$ cat src/design/mps_pkg.sv
// ----------------------------------------------------------------------------
// mps_pkg
// Types, constants and helpers shared by the multicast prediction scoreboard.
// ----------------------------------------------------------------------------
package mps_pkg;

   localparam int MaskW       = 16;
   localparam int NodeW       = 4;
   localparam int OtherW      = 4;
   localparam int FieldW      = 32;
   localparam int IncW        = 6;
   localparam int KindCount   = 3;
   localparam int NumCounters = 12;

   localparam int PerfectOwnerL1 = 3;
   localparam int PerfectBase    = 2;

   typedef enum logic [1:0] {
      KIND_GETS = 2'd0,
      KIND_GETX = 2'd1,
      KIND_PUTX = 2'd2
   } kind_type;

   typedef struct packed {
      logic [1:0]        kind;
      logic [NodeW-1:0]  requester;
      logic [MaskW-1:0]  predicted_mask;
      logic [OtherW-1:0] predicted_other;
      logic [MaskW-1:0]  sharer_mask;
      logic              owner_present;
      logic              owner_is_l2;
      logic [NodeW-1:0]  owner_node;
   } item_type;

   typedef struct packed {
      logic [KindCount-1:0] req_inc;
      logic [KindCount-1:0] acc_inc;
      logic [KindCount-1:0] l2_inc;
      logic [IncW-1:0]      predicted;
      logic [IncW-1:0]      extra;
      logic [IncW-1:0]      perfect;
   } event_type;

   function automatic logic [IncW-1:0] popcount16(input logic [MaskW-1:0] x);
      logic [IncW-1:0] total;
      logic [2:0]      nib;
      total = '0;
      for (int n = 0; n < MaskW / 4; n++) begin
         nib = 3'(x[4*n]) + 3'(x[4*n+1]) + 3'(x[4*n+2]) + 3'(x[4*n+3]);
         total = total + IncW'(nib);
      end
      return total;
   endfunction

endpackage

$ cat src/design/multicast_prediction_scoreboard.sv
// ----------------------------------------------------------------------------
// multicast_prediction_scoreboard
// Saturating event counters for a multicast destination-set predictor.
//
//   channel  direction  handshake          payload
//   req      in         req_valid/stall    one coherence request
//   rsp      out        rsp_valid/stall    all twelve counters after it
//
// One request per cycle sustained while req_stall is low; a request passes
// through the input register, then the counters (also the result register).
// The counters only advance when the result slot is free or being taken,
// so a stalled result holds its values; req_stall rises only when both
// stages are full and rsp_stall is high.
// Synchronous reset clears all counters and both valid flags.
// ----------------------------------------------------------------------------
module multicast_prediction_scoreboard
   import mps_pkg::*;
#(
   parameter int NUM_L1       = 16,
   parameter int COUNTER_BITS = 32
) (
   input  logic              clock,
   input  logic              reset,
   input  logic              req_valid,
   output logic              req_stall,
   input  logic [1:0]        req_kind,
   input  logic [NodeW-1:0]  req_requester,
   input  logic [MaskW-1:0]  req_predicted_mask,
   input  logic [OtherW-1:0] req_predicted_other,
   input  logic [MaskW-1:0]  req_sharer_mask,
   input  logic              req_owner_present,
   input  logic              req_owner_is_l2,
   input  logic [NodeW-1:0]  req_owner_node,
   output logic              rsp_valid,
   input  logic              rsp_stall,
   output logic [FieldW-1:0] rsp_gets_total,
   output logic [FieldW-1:0] rsp_getx_total,
   output logic [FieldW-1:0] rsp_putx_total,
   output logic [FieldW-1:0] rsp_nodes_predicted_total,
   output logic [FieldW-1:0] rsp_extra_nodes_total,
   output logic [FieldW-1:0] rsp_perfect_nodes_total,
   output logic [FieldW-1:0] rsp_gets_accurate,
   output logic [FieldW-1:0] rsp_getx_accurate,
   output logic [FieldW-1:0] rsp_putx_accurate,
   output logic [FieldW-1:0] rsp_gets_by_l2,
   output logic [FieldW-1:0] rsp_getx_by_l2,
   output logic [FieldW-1:0] rsp_putx_by_l2
);

   item_type              item_ff;
   logic                  in_valid_ff;
   logic                  in_valid_in;
   logic                  rsp_valid_ff;
   logic                  rsp_valid_in;
   logic                  advance;
   event_type             ev;
   logic [IncW-1:0]       inc [NumCounters];
   logic [COUNTER_BITS-1:0] cnt [NumCounters];

   assign advance   = in_valid_ff & ~(rsp_valid_ff & rsp_stall);
   assign req_stall = in_valid_ff & rsp_valid_ff & rsp_stall;

   always_comb begin
      in_valid_in  = req_stall ? in_valid_ff : req_valid;
      rsp_valid_in = advance | (rsp_valid_ff & rsp_stall);
   end

   always_ff @(posedge clock) begin
      if (reset) begin
         in_valid_ff  <= 1'b0;
         rsp_valid_ff <= 1'b0;
      end else begin
         in_valid_ff  <= in_valid_in;
         rsp_valid_ff <= rsp_valid_in;
      end
   end

   always_ff @(posedge clock) begin
      if (req_valid && !req_stall) begin
         item_ff.kind            <= req_kind;
         item_ff.requester       <= req_requester;
         item_ff.predicted_mask  <= req_predicted_mask;
         item_ff.predicted_other <= req_predicted_other;
         item_ff.sharer_mask     <= req_sharer_mask;
         item_ff.owner_present   <= req_owner_present;
         item_ff.owner_is_l2     <= req_owner_is_l2;
         item_ff.owner_node      <= req_owner_node;
      end
   end

   mps_eval #(
      .NUM_L1 (NUM_L1)
   ) u_eval (
      .item (item_ff),
      .ev   (ev)
   );

   always_comb begin
      for (int k = 0; k < KindCount; k++) begin
         inc[k]                 = IncW'(ev.req_inc[k]);
         inc[2*KindCount + k]   = IncW'(ev.acc_inc[k]);
         inc[3*KindCount + k]   = IncW'(ev.l2_inc[k]);
      end
      inc[KindCount]     = ev.predicted;
      inc[KindCount + 1] = ev.extra;
      inc[KindCount + 2] = ev.perfect;
   end

   for (genvar g = 0; g < NumCounters; g++) begin : g_counter
      mps_counter #(
         .WIDTH (COUNTER_BITS),
         .INC_W (IncW)
      ) u_counter (
         .clock  (clock),
         .reset  (reset),
         .enable (advance),
         .inc    (inc[g]),
         .count  (cnt[g])
      );
   end

   assign rsp_valid                 = rsp_valid_ff;
   assign rsp_gets_total            = FieldW'(cnt[0]);
   assign rsp_getx_total            = FieldW'(cnt[1]);
   assign rsp_putx_total            = FieldW'(cnt[2]);
   assign rsp_nodes_predicted_total = FieldW'(cnt[3]);
   assign rsp_extra_nodes_total     = FieldW'(cnt[4]);
   assign rsp_perfect_nodes_total   = FieldW'(cnt[5]);
   assign rsp_gets_accurate         = FieldW'(cnt[6]);
   assign rsp_getx_accurate         = FieldW'(cnt[7]);
   assign rsp_putx_accurate         = FieldW'(cnt[8]);
   assign rsp_gets_by_l2            = FieldW'(cnt[9]);
   assign rsp_getx_by_l2            = FieldW'(cnt[10]);
   assign rsp_putx_by_l2            = FieldW'(cnt[11]);

endmodule

$ cat src/design/mps_eval.sv
// ----------------------------------------------------------------------------
// mps_eval
// Classifies one registered request into counter increments.
// ----------------------------------------------------------------------------
module mps_eval
   import mps_pkg::*;
#(
   parameter int NUM_L1 = 16
) (
   input  item_type  item,
   output event_type ev
);

   logic [MaskW-1:0]     node_mask;
   logic [MaskW-1:0]     pred;
   logic [MaskW-1:0]     shr;
   logic [MaskW-1:0]     req_bit;
   logic [MaskW-1:0]     own_bit;
   logic [MaskW-1:0]     cand;
   logic                 owner_l1;
   logic                 sharer_ok;
   logic [IncW-1:0]      perfect;
   logic [KindCount-1:0] kind_hot;

   always_comb begin
      for (int i = 0; i < MaskW; i++) begin
         node_mask[i] = (i < NUM_L1);
      end
   end

   always_comb begin
      pred      = item.predicted_mask & node_mask;
      shr       = item.sharer_mask & node_mask;
      owner_l1  = item.owner_present & ~item.owner_is_l2;
      req_bit   = MaskW'(1) << item.requester;
      own_bit   = owner_l1 ? ((MaskW'(1) << item.owner_node) & node_mask) : '0;
      cand      = pred & ~req_bit;
      perfect   = owner_l1 ? IncW'(PerfectOwnerL1) : IncW'(PerfectBase);
      sharer_ok = 1'b1;
      kind_hot  = '0;
      case (kind_type'(item.kind))
         KIND_GETS: begin
            kind_hot[KIND_GETS] = 1'b1;
            cand = cand & ~own_bit;
         end
         KIND_GETX: begin
            kind_hot[KIND_GETX] = 1'b1;
            cand      = cand & ~own_bit & ~shr;
            perfect   = perfect + popcount16(shr);
            sharer_ok = ((shr & ~pred) == '0);
         end
         KIND_PUTX: begin
            kind_hot[KIND_PUTX] = 1'b1;
            cand      = cand & ~shr;
            perfect   = perfect + popcount16(shr);
            sharer_ok = ((shr & ~pred) == '0);
         end
         default: begin
            kind_hot = '0;
         end
      endcase
   end

   always_comb begin
      ev = '0;
      if (kind_hot != '0) begin
         ev.req_inc   = kind_hot;
         ev.predicted = popcount16(pred) + IncW'(item.predicted_other);
         ev.extra     = popcount16(cand);
         ev.perfect   = perfect;
         if (sharer_ok) begin
            if (!owner_l1) begin
               ev.acc_inc = kind_hot;
               ev.l2_inc  = kind_hot;
            end else if ((pred & own_bit) != '0) begin
               ev.acc_inc = kind_hot;
            end
         end
      end
   end

endmodule

$ cat src/design/mps_counter.sv
// ----------------------------------------------------------------------------
// mps_counter
// Saturating event counter with a narrow increment.
// ----------------------------------------------------------------------------
module mps_counter #(
   parameter int WIDTH = 32,
   parameter int INC_W = 6
) (
   input  logic             clock,
   input  logic             reset,
   input  logic             enable,
   input  logic [INC_W-1:0] inc,
   output logic [WIDTH-1:0] count
);

   logic [WIDTH-1:0] count_ff;
   logic [WIDTH-1:0] count_in;
   logic [WIDTH:0]   sum;

   always_comb begin
      sum      = {1'b0, count_ff} + (WIDTH+1)'(inc);
      count_in = sum[WIDTH] ? '1 : sum[WIDTH-1:0];
   end

   always_ff @(posedge clock) begin
      if (reset) begin
         count_ff <= '0;
      end else if (enable) begin
         count_ff <= count_in;
      end
   end

   assign count = count_ff;

endmodule

$ cat config.mk
export PLATFORM = sky130hd
export DESIGN_NAME = multicast_prediction_scoreboard
export DESIGN_NICKNAME = d
export VERILOG_FILES = /design/src/design/mps_pkg.sv /design/src/design/multicast_prediction_scoreboard.sv /design/src/design/mps_eval.sv /design/src/design/mps_counter.sv
export SDC_FILE = /design/constraint.sdc
export NUM_CORES = 1
export LEC_CHECK = 0
export BUFFER_PORTS_ARGS = -buffer_cell sky130_fd_sc_hd__buf_2
export CORE_ASPECT_RATIO = 0.5
export CORE_MARGIN = 4
export CORE_UTILIZATION = 55
export CTS_CLUSTER_DIAMETER = 60
export DETAILED_ROUTE_END_ITERATION = 8
export GPL_TIMING_DRIVEN = 0
export MAX_ROUTING_LAYER = met4
export PLACE_DENSITY = 0.9
export SETUP_SLACK_MARGIN = 0.2
export SLEW_MARGIN = 25
export SYNTH_ARGS = -nofsm -noshare
export SYNTH_HDL_FRONTEND = slang
export SYNTH_SLANG_ARGS = --single-unit
$ cat constraint.sdc
create_clock -name clock -period 13.5 [get_ports clock]
set_input_delay 0 -clock clock [delete_from_list [all_inputs] [get_ports clock]]
set_output_delay 0 -clock clock [all_outputs]
set_load 0.01 [all_outputs]
==> results of run 1 <==
-- registers in the layout, indices dropped and copies added (netlist names) --
name / count
g_counter.u_counter.count: 384
item_ff: 48
in_valid_ff: 1
rsp_valid: 1
-- synth_stat cells, types with 6 or more instances --
| cell type | instances |
|---|---|
| a211oi_1 | 27 |
| a21o_1 | 20 |
| a21oi_1 | 273 |
| a311oi_1 | 13 |
| a31oi_1 | 99 |
| a41o_1 | 6 |
| and2_1 | 21 |
| and3_1 | 66 |
| and4_1 | 55 |
| buf_2 | 8 |
| clkbuf_1 | 114 |
| dfxtp_1 | 386 |
| edfxtp_1 | 48 |
| fa_1 | 33 |
| ha_1 | 89 |
| inv_1 | 147 |
| mux2i_1 | 8 |
| nand2_1 | 180 |
| nand2b_1 | 11 |
| nand3_1 | 107 |
| nand4_1 | 108 |
| nor2_1 | 105 |
| nor2b_1 | 23 |
| nor3_1 | 83 |
| nor4_1 | 57 |
| nor4b_1 | 13 |
| o2111ai_1 | 8 |
| o211a_1 | 6 |
| o211ai_1 | 14 |
| o21a_1 | 6 |
| o21ai_0 | 110 |
| o221ai_1 | 7 |
| o311ai_0 | 7 |
| o31a_1 | 7 |
| o31ai_1 | 15 |
| or2_2 | 13 |
| or3_1 | 40 |
| or4_1 | 23 |
| xnor2_1 | 109 |
| xor2_1 | 110 |
-- critical path: stages (launching register included) --
cell,delay [ns]
edfxtp_1,0.37
clkbuf_1,0.24
or4b_2,0.68
clkbuf_1,0.25
o21ai_0,0.35
a31oi_1,0.14
ha_1,0.32
inv_1,0.08
fa_1,0.41
inv_1,0.07
ha_1,0.15
inv_1,0.05
fa_1,0.48
inv_1,0.07
fa_1,0.54
ha_1,0.20
fa_1,0.41
nor2b_1,0.14
ha_1,0.33
nor2b_1,0.17
o31a_1,0.23
clkbuf_1,0.21
o211a_1,0.36
nand2_1,0.30
clkbuf_1,0.44
a21oi_1,0.13
-- power groups by stage --
stage / Combinational (mW) / Clock, mW / Sequential, mW
2_1_floorplan: 0.383 / 0 / 1.37
3_3_place_gp: 0.523 / 0 / 1.37
3_5_place_dp: 0.545 / 0 / 1.37
4_1_cts: 0.562 / 1.28 / 1.34
5_1_grt: 0.631 / 1.34 / 1.34
6_report: 0.571 / 1.28 / 1.34
-- path summary, 6_finish.rpt --
kind | startpoint | to | slack [ns] | depth (start not counted)
hold reg to reg | g_counter[5].u_counter.count[30]$_SDFFE_PP0P_ | g_counter[5].u_counter.count[30]$_SDFFE_PP0P_ | 0.51 | 1
setup / recovery | item_ff[3]$_DFFE_PP_ | g_counter[4].u_counter.count[21]$_SDFFE_PP0P_ | 6.23 | 25
hold / removal | req_predicted_mask[14] | item_ff[40]$_DFFE_PP_ | 0.14 | 2
setup reg to reg | item_ff[3]$_DFFE_PP_ | g_counter[4].u_counter.count[21]$_SDFFE_PP0P_ | 6.23 | 25
-- final cells by class --
class	count	area, um^2	share of cell area (%)
diodes	3	7.51	0.0265
plain buffers	129	513	1.81
clock buffers	58	1230	4.36
clock inverters	17	239	0.845
inverters	148	556	1.96
multi-input cells	1950	13100	46.4
flip-flops and latches	434	9170	32.4
well taps	577	722	2.55
repair buffers	490	2730	9.64
-- routing by layer --
layer,GRT usage [%],vias to the layer above,wire length [um]
li1,-,10900,-
met5,-,-,0
met1,40.0,11400,30200
met3,6.24,407,6530
met2,54.4,1392,36700
met4,23.7,0,6960
-- cell families (layout without fill, tap and decap cells) --
group / Yosys count / in the layout / synth area share (%)
AO/OA/AOI/OAI: 652 / 652 / 17.0
XOR/XNOR: 219 / 219 / 8.22
adder cells (fa/ha/maj): 122 / 122 / 7.60
buffers and inverters: 277 / 842 / 4.56
flip-flops: 434 / 434 / 39.3
multiplexers: 9 / 9 / 0.440
other: 0 / 3 / 0
AND/OR/NAND/NOR: 948 / 948 / 22.9
-- stage by stage --
stage | worst slack [ns] | total power [mW] | hold WS, ns | util (%) | instances
after floorplan | 7.27 | 1.75 | 0.0989 | - | 2661
after global placement | 6.41 | 1.89 | 0.176 | 62.6 | 3675
after detailed placement | 6.34 | 1.91 | 0.178 | 62.7 | 3676
after CTS | 6.32 | 3.18 | 0.134 | 67.4 | 3803
after global routing | 5.93 | 3.31 | 0.142 | 67.5 | 3806
final | 6.23 | 3.19 | 0.141 | 67.5 | 3806
==> flow_metrics.env, run 1 <==
export IMPL_outcome="complete, no violations"
export IMPL_route_detailed_drc=0
export IMPL_clk_pin_slew_worst_paths_ns=0.06
export IMPL_portBuffers=437
export IMPL_hold_violations=0
export IMPL_synth_edf_count=48
export IMPL_cellLeakagePower_nw=11.4
export IMPL_final_max_slew_viol_count=0
export IMPL_combPwrFrac_pct=17.9
export IMPL_cts_sinks=434
export IMPL_wl_per_cell_um=21.1
export IMPL_synth_distinct_cells=84
export IMPL_drt_pass1_iterations=8
export IMPL_async_reset_ff_share_pct=0
export IMPL_nets=3369
export IMPL_start_kind="flip-flop"
export IMPL_ir_worst_vdd_uv=109
export IMPL_sw_frac_of_total_pct=28.4
export IMPL_gp_congestion=0.990
export IMPL_ant_nets=0
export IMPL_cts_buffers=42
export IMPL_fp_dieH_um=154
export IMPL_clock_root_buffer="clkbuf_16"
export IMPL_drive_gt1_share_pct=17.7
export IMPL_track_usage_pct=34.4
export IMPL_yosysWarnings=0
export IMPL_drt_wl_total_mm=80.5
export IMPL_slew_headroom_pct=25.4
export IMPL_synth_area_leaders="dfxtp_1 (33%), edfxtp_1 (6.2%), a21oi_1 (5.9%)"
export IMPL_ys_seq_area_share_pct=39.3
export IMPL_postCtsSetupRepairBufs=0
export IMPL_cp_arrival_ns=7.70
export IMPL_synth_seq_cells=434
export IMPL_clock_fmax_mhz=137
export IMPL_antenna_found_initial=2
export IMPL_worst_pin_slew_ns=1.12
export IMPL_clkLatencyLatePin_ns=0.58
export IMPL_die_width_um=299
export IMPL_grt_overflow=0
export IMPL_dr_first_iter_drc_count=2870
export IMPL_num_io_pins=438
export IMPL_cts_hold_fix_buffers=52
export IMPL_synthesis_area_um2=23300
export IMPL_tns_ns=0
export IMPL_power_switching_mw=0.905
export IMPL_intPower_mw=2.29
export IMPL_grt_start_max_net_pins=31
export IMPL_nFillCells=3269
export IMPL_worstSetupPathType="reg2reg"
export IMPL_dieArea_um2=46000
export IMPL_syn_num_nets=2835
export IMPL_grt_pass1_vias=22700
export IMPL_vias=24200
export IMPL_htree_levels=2
export IMPL_syn_avg_cell_area_um2=8.77
export IMPL_rsz0062_at_grt="no"
export IMPL_period_share_pct=53.9
export IMPL_coreArea_um2=41900
export IMPL_synth_main_ff_cell="dfxtp_1"
export IMPL_cts_tree="yes"
export IMPL_synth_top_cell_area_share_pct=33.1
export IMPL_clkPwrFrac_pct=40.2
export IMPL_required_ns=13.92
export IMPL_final_common_cell="buf_2"
export IMPL_clk_path_buf_depth=3
export IMPL_finalSetupViolCount=0
export IMPL_crit_fanout=10
export IMPL_worst_hold_path_type="in2reg"
export IMPL_post_route_min_period_ns=7.27
export IMPL_via_per_inst=6.35
export IMPL_start_util_pct=55.7
export IMPL_maxCapViolations=0
export IMPL_yosys_area_top_type="dfxtp_1"
export IMPL_cellPowerDensity_nw_per_um2=113
export IMPL_end_kind="flip-flop"
export IMPL_skew_ns=0.0316
export IMPL_post_dp_cell_area_um2=26300
export IMPL_synthCells=2661
export IMPL_final_cell_area_um2=28300
export IMPL_rows=53
export IMPL_cts_resized=0
export IMPL_final_cell_mix="buf_2 (445), dfxtp_1 (386), a21oi_1 (273)"
export IMPL_area_growth_syn_to_layout_pct=21.3
export IMPL_grt_pass1_wl_mm=124
export IMPL_dp_hpwl_mm=57.6
export IMPL_seq_power_share_pct=41.9
Note: power is estimated with default switching activity, not from simulation.
==> run 2: changes to the inputs <==
==> constraint.sdc (replaced) <==
create_clock -name clock -period 6.7 [get_ports clock]
set_input_delay 0 -clock clock [delete_from_list [all_inputs] [get_ports clock]]
set_output_delay 0 -clock clock [all_outputs]
set_load 0.01 [all_outputs]
==> flow_metrics.env, run 2 (synthesis results as in run 1) <==
export IMPL_worstSetupPathType="reg2reg"
export IMPL_final_max_slew_viol_count=0
export IMPL_dieArea_um2=46000
export IMPL_clock_root_buffer="clkbuf_16"
export IMPL_drt_pass1_iterations=7
export IMPL_fp_dieH_um=154
export IMPL_clkLatencyLatePin_ns=0.58
export IMPL_antenna_found_initial=2
export IMPL_period_share_pct=94.1
export IMPL_worst_pin_slew_ns=1.19
export IMPL_drt_wl_total_mm=80.5
export IMPL_cp_arrival_ns=6.77
export IMPL_ant_nets=0
export IMPL_slew_headroom_pct=20.0
export IMPL_worst_hold_path_type="in2reg"
export IMPL_cts_sinks=434
export IMPL_final_cell_area_um2=28500
export IMPL_required_ns=7.17
export IMPL_hold_slack_ns=0.143
export IMPL_pre_cts_ws_ns=-0.463
export IMPL_clock_fmax_mhz=159
export IMPL_post_dp_cell_area_um2=26300
export IMPL_skew_ns=0.0312
export IMPL_wl_per_cell_um=21.1
export IMPL_cts_buffers=42
export IMPL_post_route_min_period_ns=6.30
export IMPL_grt_overflow=0
export IMPL_via_per_inst=6.32
export IMPL_final_common_cell="buf_2"
export IMPL_num_io_pins=438
export IMPL_drive_gt1_share_pct=18.8
export IMPL_area_growth_syn_to_layout_pct=22.1
export IMPL_grt_pass1_vias=22700
export IMPL_maxCapViolations=0
export IMPL_hold_violations=0
export IMPL_rows=53
export IMPL_start_kind="flip-flop"
export IMPL_portBuffers=437
export IMPL_worst_slack_ns=0.397
export IMPL_track_usage_pct=34.3
export IMPL_ir_worst_vdd_uv=212
export IMPL_die_width_um=299
export IMPL_clk_pin_slew_worst_paths_ns=0.06
export IMPL_end_kind="flip-flop"
export IMPL_dr_first_iter_drc_count=2787
export IMPL_grt_start_max_net_pins=31
export IMPL_cellPowerDensity_nw_per_um2=227
export IMPL_outcome="complete, no violations"
export IMPL_grt_pass1_wl_mm=124
export IMPL_finalSetupViolCount=0
export IMPL_vias=24100
export IMPL_htree_levels=2
export IMPL_route_detailed_drc=0
export IMPL_gp_congestion=0.990
export IMPL_largest_reg_flops=384
export IMPL_coreArea_um2=41900
export IMPL_crit_fanout=9
export IMPL_start_util_pct=55.7
export IMPL_nets=3378
export IMPL_dp_hpwl_mm=57.6
export IMPL_rsz0062_at_grt="no"
export IMPL_tns_ns=0
export IMPL_clk_path_buf_depth=3
export IMPL_final_cell_mix="buf_2 (446), dfxtp_1 (386), a21oi_1 (272)"
export IMPL_cts_tree="yes"
export IMPL_cellLeakagePower_nw=11.5
[run 2: changes by cell type in the layout (fill, tap and decap cells not counted), sizes merged]
cell,change
clkbuf,-5
buf,+14
[run 2: timing repair]
action / in CTS / in global routing
pin swaps: 0 / 5
resized for setup: 17 / 40
hold buffers: 52 / 0
setup buffers: 0 / 9
hold endpoints to repair: 59 / 0
setup endpoints to repair: 32 / 47
[run 2: worst paths after layout]
check	cells after the start	endpoint	slack, ns	from
max	24	g_counter[4].u_counter.count[22]$_SDFFE_PP0P_	0.40	item_ff[2]$_DFFE_PP_
min	2	item_ff[40]$_DFFE_PP_	0.14	req_predicted_mask[14]
max reg2reg	24	g_counter[4].u_counter.count[22]$_SDFFE_PP0P_	0.40	item_ff[2]$_DFFE_PP_
min reg2reg	1	g_counter[5].u_counter.count[30]$_SDFFE_PP0P_	0.51	g_counter[5].u_counter.count[30]$_SDFFE_PP0P_
[run 2: metrics by stage]
stage,utilization (%),total power [mW],std cells
6_report,68.0,6.47,3815
4_1_cts,67.6,6.40,3803
3_5_place_dp,62.7,3.85,3676
2_1_floorplan,-,3.52,2661
3_3_place_gp,62.6,3.81,3675
5_1_grt,68.0,6.71,3815
[run 2: critical path, cell delays in order, from the launching register on]
cell and delay (ns):
edfxtp_1 0.35, buf_4 0.17, or4b_2 0.69, buf_6 0.17, o21ai_2 0.17, a31oi_1 0.11
ha_1 0.32, inv_1 0.08, fa_1 0.41, inv_1 0.07, ha_1 0.15, inv_1 0.05
fa_1 0.48, inv_1 0.07, fa_1 0.55, ha_2 0.20, fa_1 0.40, nor2b_1 0.14
ha_1 0.34, nor2b_2 0.18, o31a_1 0.24, buf_4 0.18, o2111ai_4 0.32, nor2_2 0.10
a211oi_2 0.27
[run 2: routing by layer]
metal | vias up | track usage (%) | part of all wire (%) | routed length, um
met5 | - | - | 0 | 0
met4 | 0 | 23.6 | 8.8 | 7100
met3 | 415 | 6.07 | 8.1 | 6500
met2 | 1337 | 54.4 | 45 | 36600
met1 | 11400 | 40.0 | 38 | 30300
li1 | 10900 | - | - | -
[run 2: layout make-up]
cell class / count / area [um^2]
flip-flops and latches: 434 / 9170
clock buffers: 58 / 1230
inverters: 148 / 556
clock inverters: 17 / 239
diodes: 3 / 7.51
well taps: 577 / 722
plain buffers: 129 / 547
multi-input cells: 1950 / 13200
repair buffers: 499 / 2800
fillers: 3242 / 13400
[run 2: power by group]
group / switching, mW / total [mW] / leakage, nW / internal (mW)
Sequential: 0.0311 / 2.69 / 3.58 / 2.66
Clock: 1.09 / 2.58 / 0.731 / 1.49
Combinational: 0.716 / 1.20 / 7.21 / 0.481
Total: 1.84 / 6.47 / 11.5 / 4.63
